`config.mk`:
```
export PLATFORM = sky130hd
export DESIGN_NAME = biopotential_adc_frame_deframer
export DESIGN_NICKNAME = d
export VERILOG_FILES = /design/src/rtl/bafd_pkg.sv /design/src/rtl/biopotential_adc_frame_deframer.sv /design/src/rtl/bafd_parser.sv /design/src/rtl/bafd_out_buf.sv
export SDC_FILE = /design/constraint.sdc
export NUM_CORES = 1
export LEC_CHECK = 0
export ABC_AREA = 1
export ABC_CLOCK_PERIOD_IN_PS = 3300
export BUFFER_PORTS_ARGS = -buffer_cell sky130_fd_sc_hd__clkbuf_2
export CAP_MARGIN = 10
export CORE_ASPECT_RATIO = 2
export CORE_MARGIN = 1
export CORE_UTILIZATION = 57
export DETAILED_ROUTE_END_ITERATION = 10
export PLACE_DENSITY = 0.78
export RECOVER_POWER = 50
export SYNTH_ARGS = -nofsm -noshare
export SYNTH_HDL_FRONTEND = slang
export SYNTH_SLANG_ARGS = --single-unit
```
`constraint.sdc`:
```
create_clock -name clk -period 3.3 [get_ports clk]
set_input_delay 0.66 -clock clk [delete_from_list [all_inputs] [get_ports clk]]
set_output_delay 0.66 -clock clk [all_outputs]
set_load 0.02 [all_outputs]
```
`src/rtl/bafd_pkg.sv`:
```
// Shared types and constants for the ADC frame deframer.
`timescale 1ns / 1ps
package bafd_pkg;

  // Number of converter channels carried in one frame
  localparam int unsigned CHANNELS = 8;

  localparam logic [7:0] HEADER_BYTE = 8'hC0;

  // Parser phase, one-hot
  typedef enum logic [2:0] {
    PH_HUNT   = 3'b001,
    PH_STATUS = 3'b010,
    PH_DATA   = 3'b100
  } phase_t;

  // One emitted sample beat
  typedef struct packed {
    logic [2:0]         channel_index;
    logic signed [23:0] sample;
    logic               last_channel;
  } result_t;

endpackage

```
`src/rtl/biopotential_adc_frame_deframer.sv`:
```
// Top level of the multichannel ADC serial frame deframer.
`timescale 1ns / 1ps
// Takes one received byte per beat, finds a 0xC0 header, skips two status
// bytes and turns the following 24 data bytes into eight big-endian 24-bit
// samples; samples of channels below channel_count (clamped to eight) leave as
// beats carrying the channel number and a last-channel flag. One byte is taken
// every cycle while in_stall is low; a result passes through the parser's
// result register and then a two-entry buffer before it is presented.
// in_stall rises only while that buffer holds two beats. channel_count resets
// to 8 and is written through the cfg port, which is always ready.
module biopotential_adc_frame_deframer import bafd_pkg::*; (
  input  logic               clk,
  input  logic               rst,
  input  logic               in_valid,
  output logic               in_stall,
  input  logic [7:0]         rx_byte,
  input  logic               cfg_valid,
  output logic               cfg_ready,
  input  logic [3:0]         cfg_data,
  output logic               out_valid,
  input  logic               out_stall,
  output logic [2:0]         channel_index,
  output logic signed [23:0] sample,
  output logic               last_channel
);

  logic [3:0] channel_count;
  logic [3:0] eff_count;
  logic       take;
  logic       push;
  logic       full;
  result_t    result;
  result_t    head;

  assign cfg_ready = 1'b1;

  // Hold the channel count register
  always_ff @(posedge clk) begin
    if (rst) begin
      channel_count <= 4'd8;
    end else if (cfg_valid && cfg_ready) begin
      channel_count <= cfg_data;
    end
  end

  // Clamp to the channels in a frame
  assign eff_count = (channel_count > 4'(CHANNELS)) ? 4'(CHANNELS) : channel_count;

  assign in_stall = full;
  assign take     = in_valid && !in_stall;

  bafd_parser u_parser (
    .clk       (clk),
    .rst       (rst),
    .take      (take),
    .rx_byte   (rx_byte),
    .eff_count (eff_count),
    .push      (push),
    .result    (result)
  );

  bafd_out_buf u_out_buf (
    .clk       (clk),
    .rst       (rst),
    .push      (push),
    .push_data (result),
    .pop       (out_valid && !out_stall),
    .full      (full),
    .not_empty (out_valid),
    .head      (head)
  );

  assign channel_index = head.channel_index;
  assign sample        = head.sample;
  assign last_channel  = head.last_channel;

endmodule

```
`src/rtl/bafd_parser.sv`:
```
// Frame parser: hunts for the header, skips status, assembles 24-bit samples.
`timescale 1ns / 1ps
module bafd_parser import bafd_pkg::*; (
  input  logic        clk,
  input  logic        rst,
  input  logic        take,
  input  logic [7:0]  rx_byte,
  input  logic [3:0]  eff_count,
  output logic        push,
  output result_t     result
);

  phase_t      phase;
  phase_t      phase_next;
  logic        status_pos;
  logic [1:0]  byte_in_ch;
  logic [2:0]  chan;
  logic [15:0] partial_sample;
  logic        emit;

  // Emit on the third byte of a channel below the active count
  assign emit = take && (phase == PH_DATA) && (byte_in_ch == 2'd2) &&
                ({1'b0, chan} < eff_count);

  // Pick the next phase
  always_comb begin
    phase_next = phase;
    case (phase)
      PH_HUNT: begin
        if (rx_byte == HEADER_BYTE) phase_next = PH_STATUS;
      end
      PH_STATUS: begin
        if (status_pos) phase_next = PH_DATA;
      end
      PH_DATA: begin
        if ((byte_in_ch == 2'd2) && (chan == 3'd7)) phase_next = PH_HUNT;
      end
      default: begin
        phase_next = (rx_byte == HEADER_BYTE) ? PH_STATUS : PH_HUNT;
      end
    endcase
  end

  // Advance byte counters and phase on each accepted beat
  always_ff @(posedge clk) begin
    if (rst) begin
      phase      <= PH_HUNT;
      status_pos <= 1'b0;
      byte_in_ch <= 2'd0;
      chan       <= 3'd0;
    end else if (take) begin
      phase <= phase_next;
      if (phase == PH_STATUS) begin
        status_pos <= ~status_pos;
      end else begin
        status_pos <= 1'b0;
      end
      if (phase == PH_DATA) begin
        if (byte_in_ch == 2'd2) begin
          byte_in_ch <= 2'd0;
          chan       <= chan + 3'd1;
        end else begin
          byte_in_ch <= byte_in_ch + 2'd1;
        end
      end else begin
        byte_in_ch <= 2'd0;
        chan       <= 3'd0;
      end
    end
  end

  // Collect the upper two bytes of the sample
  always_ff @(posedge clk) begin
    if (take && (phase == PH_DATA) && (byte_in_ch != 2'd2)) begin
      partial_sample <= {partial_sample[7:0], rx_byte};
    end
  end

  // Register the result beat
  always_ff @(posedge clk) begin
    if (rst) begin
      push <= 1'b0;
    end else begin
      push <= emit;
    end
  end

  always_ff @(posedge clk) begin
    if (emit) begin
      result.channel_index <= chan;
      result.sample        <= $signed({partial_sample, rx_byte});
      result.last_channel  <= (({1'b0, chan} + 4'd1) == eff_count);
    end
  end

  // A frame ends after the eighth channel's last byte
  a_frame_end: assert property (@(posedge clk) disable iff (rst)
    (take && (phase == PH_DATA) && (byte_in_ch == 2'd2) && (chan == 3'd7)) |=>
    (phase == PH_HUNT))
    else $error("frame did not end after the last data byte");

  // Status skip lasts two bytes
  a_status_len: assert property (@(posedge clk) disable iff (rst)
    (take && (phase == PH_STATUS) && !status_pos) |=> (phase == PH_STATUS))
    else $error("status skip ended early");

  // A flagged last channel matches the active count
  a_last_flag: assert property (@(posedge clk) disable iff (rst)
    push |-> (result.last_channel == (({1'b0, result.channel_index} + 4'd1) == $past(eff_count))))
    else $error("last channel flag inconsistent with channel count");

endmodule

```
`src/rtl/bafd_out_buf.sv`:
```
// Two-entry result buffer so the input keeps flowing while a beat waits.
`timescale 1ns / 1ps
module bafd_out_buf import bafd_pkg::*; (
  input  logic    clk,
  input  logic    rst,
  input  logic    push,
  input  result_t push_data,
  input  logic    pop,
  output logic    full,
  output logic    not_empty,
  output result_t head
);

  result_t    entries [2];
  logic       wr_ptr;
  logic       rd_ptr;
  logic [1:0] count;

  assign full      = (count == 2'd2);
  assign not_empty = (count != 2'd0);
  assign head      = entries[rd_ptr];

  // Write the incoming beat
  always_ff @(posedge clk) begin
    if (push) begin
      entries[wr_ptr] <= push_data;
    end
  end

  // Track pointers and fill level
  always_ff @(posedge clk) begin
    if (rst) begin
      wr_ptr <= 1'b0;
      rd_ptr <= 1'b0;
      count  <= 2'd0;
    end else begin
      if (push) wr_ptr <= ~wr_ptr;
      if (pop)  rd_ptr <= ~rd_ptr;
      case ({push, pop})
        2'b10:   count <= count + 2'd1;
        2'b01:   count <= count - 2'd1;
        default: count <= count;
      endcase
    end
  end

  // Never write into a full buffer unless a beat is popped at the same time
  a_no_overflow: assert property (@(posedge clk) disable iff (rst)
    !(push && full && !pop))
    else $error("result buffer overflow");

  // A pushed beat is visible next cycle
  a_push_visible: assert property (@(posedge clk) disable iff (rst)
    push |=> not_empty)
    else $error("pushed beat not presented");

  // Fill level stays within depth
  a_count_range: assert property (@(posedge clk) disable iff (rst)
    count != 2'd3)
    else $error("result buffer count out of range");

endmodule
```
==> results of run 1 <==
area by class of cell:
type	count	area, um2
Sequential cell	119	3380
Fill cell	458	2050
Inverter	19	71.3
Clock inverter	13	136
Clock buffer	19	433
Timing Repair Buffer	51	273
Multi-Input combinational cell	127	860
Tap cell	92	115
per-stage QoR:
| step | area (um2) | setup slack [ns] | hold slack (ns) |
|---|---|---|---|
| 4_1_cts | 5270 | 0.996 | 0.418 |
| 3_3_place_gp | 4700 | 1.31 | 0.401 |
| 2_1_floorplan | 4350 | 0.572 | 0.400 |
| 3_5_place_dp | 4700 | 1.26 | 0.405 |
| 6_report | 5270 | 1.02 | 0.414 |
| 5_1_grt | 5270 | 0.953 | 0.420 |
critical path: cells and delay by family, from the launching register on:
| family | cells | cell delay, ns |
|---|---|---|
| buffers and inverters | 2 | 0.49 |
| muxes | 1 | 0.40 |
| DFF | 1 | 0.30 |
logic make-up after synthesis:
family | after synthesis | synth area share (%)
AO/OA/AOI/OAI | 34 | 4.11
multiplexers | 28 | 7.25
flip-flops | 119 | 77.8
XOR/XNOR | 2 | 0.403
other | 1 | 0.0862
AND/OR/NAND/NOR | 56 | 6.38
buffers and inverters | 24 | 2.27
adder cells (fa/ha/maj) | 6 | 1.73
worst paths after layout:
path / to / depth (start not counted)
max: sample[6] / 3
max reg2reg: u_out_buf.entries[0][5] / 3
min: u_parser.result[24] / 0
min reg2reg: u_parser.result[24] / 0
per-layer routing:
metal  GRT usage, %  share of wire (%)  up-vias  wire length, um
met1           18.1                 36     1132             2540
met5              0                  0        -                0
met3           7.12                4.2       20              294
li1               -                  -     1120                -
met2           33.2                 56       71             3880
met4           13.1                3.7        0              261
synthesized netlist by cell type, types with 2 or more instances:
| library cell | n | area, um2 |
|---|---|---|
| buf_2 | 4 | 20.0 |
| nor2_4 | 2 | 22.5 |
| inv_2 | 3 | 11.3 |
| nand3b_1 | 2 | 15.0 |
| nor2_1 | 16 | 60.1 |
| ha_1 | 6 | 75.1 |
| nand2_2 | 3 | 18.8 |
| nor3_1 | 2 | 10.0 |
| a21oi_1 | 17 | 85.1 |
| edfxtp_1 | 100 | 3000 |
| inv_1 | 15 | 56.3 |
| nand2_1 | 18 | 67.6 |
| dfxtp_1 | 19 | 380 |
| nand3_1 | 9 | 45.0 |
| o21ai_0 | 14 | 70.1 |
| mux2_2 | 28 | 315 |
| nor2_2 | 2 | 12.5 |
| o21bai_1 | 2 | 15.0 |
where the power goes:
group | leakage (nW) | internal [W] | switching (W)
Clock | 0.286 | 0.00116 | 0.000578
Combinational | 0.552 | 0.0000132 | 0.0000248
Sequential | 1.05 | 0.00162 | 0.00000205
Total | 1.89 | 0.00279 | 0.000605
flip-flops by register name, indices dropped and copies added, names as in the netlist, named ones only:
name / cells
channel_count: 4
u_out_buf.count: 2
u_out_buf.entries: 56
u_out_buf.rd_ptr: 1
u_out_buf.wr_ptr: 1
u_parser.byte_in_ch: 2
u_parser.chan: 3
u_parser.partial_sample: 16
u_parser.phase: 3
u_parser.push: 1
u_parser.result: 28
u_parser.status_pos: 1
==> metrics.txt, run 1 <==
CP Capture Type primary output; Cells after Synth 270; CP max stage cell mux2_2; CTS buffer count 17; worst-case clock buffer depth 2; Fin. Hold Viols 0; Min Clock Period, post-route 2.28 ns; CTS tree built; RSZ-0062 raised after global routing false; postcts setup bufs 0; most common cell after layout, fill and taps aside edfxtp_1; Sink Count 119; failing checks capacitance limit, slew limit; CTS Hold Bufs 0; Die Height 126 um; GRT Util Overall 19.2%; post-layout util 72.0%; Syn Std Cell Area 4350 um2; Area Growth Syn to Fin 21.2%; area of the core 7320 um2; WL final 6980 um; Worst EP required 2.64 ns; Final Non-Filler Cells 440; Inst Count DP 407; Worst-Margin Slew 1.62 ns; ys async rst share 0%; CP Launch Type register; detailed-route via count 2343; Power, Total 0.00340 W; # diodes 0; syn nets 293; cell-by-cell trace of the critical path buf_4 > mux2_2 > clkbuf_2; Rel. slew slack -8.06%; yosys warns 0; Hold Crit Class reg2reg; Clk pin slew, worst setup/hold paths 0.05 ns; final total negative setup slack 0 ns; R2R Setup Slk 1.17 ns; Clock Latency Late Sink 0.40 ns; max incr delay on CP 0.40 ns; pin count of the biggest net entering global routing 30; sequential-to-total area share from yosys stat 77.8%; Hold Crit Start u_parser.partial_sample[15]; most frequent cells in the layout 100 x edfxtp_1, 37 x clkbuf_2, 28 x mux2_2, 19 x dfxtp_1, 18 x nand2_1; Power Density 645 nW/um2; MaxCap Viol Count 1; run status complete, but fails checks; vias in the first global route 2414; Fmax 439 MHz; layout cells sized above 1 31.0%; Nets 358; period utilization 69.0%; cell row count 44; drt pass-1 iters 6; largest fanout on the critical path 28; Final Max Slew Viols 29; DR iter-0 viols 80; first-pass GRT wire length 10700 um; Post-synth EDFFs 100; Leak 1.89 nW; Starting Density 59.4%; Post-DRT Antenna Nets 0; vias per std cell 5.33; antenna violations before repair 0; Synth Register Bits 119; gr ovfl total 0; dpl hpwl 4180 um; Port Buffer Count 46; Max H-tree Level 4; Post-CTS Resized 0; Die Area 8010 um2; I/O pins 48; DRC 0; Top FF cell, synth edfxtp_1; Routed WL per cell 15.9 um; VDD IR max 0.458 mV; reg-to-reg startpoint u_parser.push; Worst Skew 0.00685 ns; Synth Area per Inst 16.1 um2; Netlist cell types 26; Final Setup Violations 0; GP Congestion 0.788; clk root buf clkbuf_16; CP Data Arrival Time 1.62 ns; Die Wd 63.8 um; Worst Setup Path Type reg2out
(Power assumes the default switching activity.)
==> run 2: changes to the inputs <==
--- a/config.mk
+++ b/config.mk
@@ -5,8 +5,8 @@
 export SDC_FILE = /design/constraint.sdc
 export NUM_CORES = 1
 export LEC_CHECK = 0
-export ABC_AREA = 1
-export ABC_CLOCK_PERIOD_IN_PS = 3300
+export ABC_AREA = 0
+export ABC_CLOCK_PERIOD_IN_PS = 2300
 export BUFFER_PORTS_ARGS = -buffer_cell sky130_fd_sc_hd__clkbuf_2
 export CAP_MARGIN = 10
 export CORE_ASPECT_RATIO = 2
==> constraint.sdc (replaced) <==
create_clock -name clk -period 2.3 [get_ports clk]
set_input_delay 0.46 -clock clk [delete_from_list [all_inputs] [get_ports clk]]
set_output_delay 0.46 -clock clk [all_outputs]
set_load 0.02 [all_outputs]
==> metrics.txt, run 2 <==
run status finished, final reports clean; WL final 6790 um; CP Launch Type register; worst flop-to-flop path endpoint u_parser.result[22]; Post-DRT Antenna Nets 0; Power Density 886 nW/um2; Worst EP required 1.84 ns; area of the core 7320 um2; RSZ-0062 raised after global routing false; period utilization 89.6%; drt pass-1 iters 4; Comb power frac 1.0%; vias in the first global route 2327; Area contributors post-synth edfxtp_1 69%, dfxtp_1 8.7%, mux2_2 7.2%; Worst Setup Path Type reg2out; Max H-tree Level 4; Cells after Synth 252; Die Wd 63.8 um; most common cell after layout, fill and taps aside edfxtp_1; pre-CTS WS 0.384 ns; area leader, netlist edfxtp_1; I/O pins 48; Syn Std Cell Area 4360 um2; Nets 338; pin count of the biggest net entering global routing 29; Final Setup Violations 0; dpl hpwl 4190 um; most frequent cells in the layout 100 x edfxtp_1, 39 x clkbuf_2, 28 x mux2_2, 19 x dfxtp_1, 17 x clkbuf_16; Clk pin slew, worst setup/hold paths 0.05 ns; CTS buffer count 17; Worst Skew 0.00731 ns; first-pass GRT wire length 10700 um; Post-synth EDFFs 100; max reg flops 56; Flop pwr share 50.0%; GRT Util Overall 19.3%; gr ovfl total 0; VDD IR max 0.785 mV; Leak 1.87 nW; Post-CTS Resized 0; Fin. Hold Viols 0; post-synth top area share 68.9%; CP Capture Type primary output; WHS 0.294 ns; Port Buffer Count 46; clock power share 49.0%; worst-case clock buffer depth 2; Synth Area per Inst 17.3 um2; DRC 0; top flop regs u_out_buf.entries: 56 flops, u_parser.result: 28 flops, u_parser.partial_sample: 16 flops; Area Growth Syn to Fin 20.1%; r2r worst-path depth 7; Fmax 485 MHz; layout cells sized above 1 31.6%; postcts setup bufs 0; antenna violations before repair 0; # diodes 0; final total negative setup slack 0 ns; Die Height 126 um; Die Area 8020 um2; cell with the most instances after synthesis edfxtp_1; Switch Pwr 0.000861 W; ys async rst share 0%; cell row count 44; Worst-Margin Slew 0.726 ns; CTS tree built; reg-to-reg startpoint channel_count[3]; Net Sw Frac 18.6%; Pint 0.00378 W; Clock Latency Late Sink 0.40 ns; CP Data Arrival Time 1.60 ns; MaxCap Viol Count 0; CTS Hold Bufs 0; Largest Register u_out_buf.entries; Hold Crit Class in2reg; DR iter-0 viols 84; Sink Count 119; most instantiated cells after synthesis 100 x edfxtp_1, 28 x mux2_2, 19 x dfxtp_1; GP Congestion 0.751; PnR worst setup slack 0.240 ns; Netlist cell types 40; yosys warns 0; clk root buf clkbuf_16; syn nets 275; Routed WL per cell 16.2 um; Starting Density 59.5%; vias per std cell 5.36; Rel. slew slack 51.6%; Final Max Slew Viols 0; sequential-to-total area share from yosys stat 77.7%; CP endpoint channel_index[2]; largest fanout on the critical path 28; detailed-route via count 2240; Top FF cell, synth edfxtp_1; Min Clock Period, post-route 2.06 ns; Synth Register Bits 119; R2R Setup Slk 0.39 ns
## run 2: cell count changes in the layout (fill, tap and decap cells not counted), sizes merged, moves of 3 or more
cell,change
nand2,-13
clkinvlp,+3
a21oi,-12
nand2b,+4
nand3,-9
nor2,-5
a22oi,+3
o21ai,-10
inv,-8
xnor2,+3
nor2b,+5
or3,+3
mux2i,+5
clkinv,-4
## run 2: cell families after synthesis
| kind of cell | Yosys count | synth area share (%) |
|---|---|---|
| flip-flops | 119 | 77.7 |
| AND/OR/NAND/NOR | 51 | 6.43 |
| multiplexers | 33 | 8.39 |
| AO/OA/AOI/OAI | 20 | 3.04 |
| other | 1 | 0.0861 |
| buffers and inverters | 16 | 1.46 |
| XOR/XNOR | 6 | 1.21 |
| adder cells (fa/ha/maj) | 6 | 1.72 |
## run 2: layer usage
metal  wire length [um]  global-route usage (%)
met3                270                    8.06
met1               2530                    17.3
met5                  0                       0
met4                224                    13.4
met2               3760                    33.7
## run 2: how the worst min path moves through the flow
stage / end / start / slack [ns] / depth (start not counted)
floorplan: u_parser.result[17] / u_parser.partial_sample[8] / 0.40 / 0
global placement: u_parser.result[20] / u_parser.partial_sample[11] / 0.40 / 0
detailed placement: u_parser.result[20] / u_parser.partial_sample[11] / 0.40 / 0
CTS: u_parser.result[2] / rx_byte[1] / 0.24 / 1
global route: channel_count[3] / cfg_data[3] / 0.28 / 3
finish: u_parser.result[2] / rx_byte[1] / 0.29 / 1
## run 2: critical path: stages, from the launching register on
cell and delay, ns:
dfxtp_1 0.30, buf_4 0.33, mux2_2 0.40, clkbuf_2 0.16
## run 2: power groups by stage
stage	clock [W]	sequential, W	combinational (W)
after CTS	0.00232	0.00232	0.0000494
after global routing	0.00240	0.00232	0.0000516
after global placement	0	0.00236	0.0000482
after floorplan	0	0.00236	0.0000267
final	0.00227	0.00232	0.0000472
after detailed placement	0	0.00236	0.0000491
## run 2: area by class of cell
cell class | instances | area, um2
Clock buffer | 18 | 429
Clock inverter | 12 | 88.8
Fill cell | 478 | 2090
Inverter | 9 | 33.8
Multi-Input combinational cell | 117 | 915
Sequential cell | 119 | 3380
Tap cell | 92 | 115
Timing Repair Buffer | 51 | 268
## run 2: metrics by stage
step                      utilization (%)  total power [W]  instances  cell area, um2
after global placement               64.6          0.00241        388            4730
final                                71.5          0.00464        418            5230
after detailed placement             64.6          0.00241        388            4730
after CTS                            71.6          0.00469        418            5250
after global routing                 71.5          0.00477        418            5230
after floorplan                         -          0.00239        252            4360
==> run 3: changes to the inputs <==
--- a/config.mk
+++ b/config.mk
@@ -6,7 +6,7 @@
 export NUM_CORES = 1
 export LEC_CHECK = 0
 export ABC_AREA = 0
-export ABC_CLOCK_PERIOD_IN_PS = 2300
+export ABC_CLOCK_PERIOD_IN_PS = 2100
 export BUFFER_PORTS_ARGS = -buffer_cell sky130_fd_sc_hd__clkbuf_2
 export CAP_MARGIN = 10
 export CORE_ASPECT_RATIO = 2
==> constraint.sdc (replaced) <==
create_clock -name clk -period 2.1 [get_ports clk]
set_input_delay 0.42 -clock clk [delete_from_list [all_inputs] [get_ports clk]]
set_output_delay 0.42 -clock clk [all_outputs]
set_load 0.02 [all_outputs]
==> metrics.txt, run 3 (synthesis gave the netlist of run 2 again) <==
Fin. Hold Viols 0; Min Clock Period, post-route 1.91 ns; area of the core 7320 um2; Worst-Margin Slew 0.752 ns; gr ovfl total 0; CP Capture Type primary output; Max H-tree Level 4; CTS buffer count 17; MaxCap Viol Count 0; largest fanout on the critical path 28; Sink Count 119; Worst Skew 0.00572 ns; reg-to-reg startpoint channel_count[3]; # diodes 0; antenna violations before repair 0; Largest Register u_out_buf.entries; CTS tree built; met1 Resource Use GR 19.6%; run status finished, final reports clean; max reg flops 56; GRT busiest layer met2; top flop regs u_out_buf.entries: 56 flops, u_parser.result: 28 flops, u_parser.partial_sample: 16 flops; RSZ-0062 raised after global routing false; Area Growth Syn to Fin 22.3%; WL final 6700 um; first-pass GRT wire length 10800 um; Routed WL per cell 16.0 um; postcts setup bufs 0; most common cell after layout, fill and taps aside edfxtp_1; Leak 1.91 nW; worst-case clock buffer depth 2; Final Setup Violations 0; period utilization 90.9%; detailed-route via count 2249; Nets 338; Power Density 1020 nW/um2; R2R Setup Slk 0.20 ns; r2r worst-path depth 7; vias in the first global route 2312; Die Height 126 um; drt pass-1 iters 4; worst flop-to-flop path endpoint u_parser.result[6]; Fmax 524 MHz; Hold Crit Class in2reg; Clock Latency Late Sink 0.40 ns; DR iter-0 viols 91; Post-DRT Antenna Nets 0; CP endpoint sample[2]; GRT Util Overall 19.1%; Worst Setup Path Type reg2out; CP Launch Type register; vias per std cell 5.35; Worst EP required 1.68 ns; cell row count 44; VDD IR max 0.920 mV; final total negative setup slack 0 ns; I/O pins 48; clk root buf clkbuf_16; Die Area 8020 um2; Clk pin slew, worst setup/hold paths 0.05 ns; CTS Hold Bufs 0; WHS 0.259 ns; Die Wd 63.8 um; dpl hpwl 4320 um; layout cells sized above 1 31.4%; Post-CTS Resized 0; GP Congestion 0.753; Final Max Slew Viols 0; GRT met3 Usage 6.16%; DRC 0; pin count of the biggest net entering global routing 29; met2 usage 32.5%; Final Instance Area 5330 um2; Port Buffer Count 46; fillers 471; most frequent cells in the layout 100 x edfxtp_1, 39 x clkbuf_2, 28 x mux2_2, 19 x dfxtp_1, 17 x clkbuf_16; CP Data Arrival Time 1.49 ns; placed instance area 4750 um2; Starting Density 59.5%; Rel. slew slack 49.9%
## run 3: cell type report
cell class	count	area, um2	share of cell area, %
flip-flops and latches	119	3380	63.5
multi-input cells	117	922	17.3
clock buffers	18	429	8.06
repair buffers	51	280	5.26
clock inverters	14	163	3.05
well taps	92	115	2.16
inverters	9	33.8	0.634
## run 3: power breakdown
part | internal [W] | switching (W)
logic | 0.0000202 | 0.0000325
clock network | 0.00194 | 0.000901
registers | 0.00254 | 0.00000394
total | 0.00450 | 0.000937
## run 3: worst min-delay path by stage
stage,from,to,cells past startpoint
2_1_floorplan,u_parser.partial_sample[8],u_parser.result[17],0
3_3_place_gp,u_parser.partial_sample[13],u_parser.result[22],0
3_5_place_dp,u_parser.partial_sample[9],u_parser.result[18],0
4_1_cts,rx_byte[5],u_parser.result[6],1
5_1_grt,cfg_data[1],channel_count[1],3
6_report,cfg_data[1],channel_count[1],3
## run 3: critical path, stage by stage (launching register included)
cell,delay [ns]
dfxtp_1,0.36
buf_12,0.20
mux2_2,0.37
clkbuf_2,0.16
## run 3: through the flow
step	util [%]	power [W]	cells	setup slack [ns]
detailed placement	64.8	0.00264	388	0.215
global placement	64.8	0.00264	388	0.240
floorplan	-	0.00261	252	0.0857
global route	72.7	0.00558	420	0.0976
finish	72.7	0.00544	420	0.192
CTS	72.9	0.00548	420	0.148
## run 3: per-layer routing
metal | wire [um] | vias to the layer above
met5 | 0 | -
met1 | 2480 | 1084
li1 | - | 1072
met2 | 3670 | 76
met4 | 274 | 0
met3 | 282 | 17
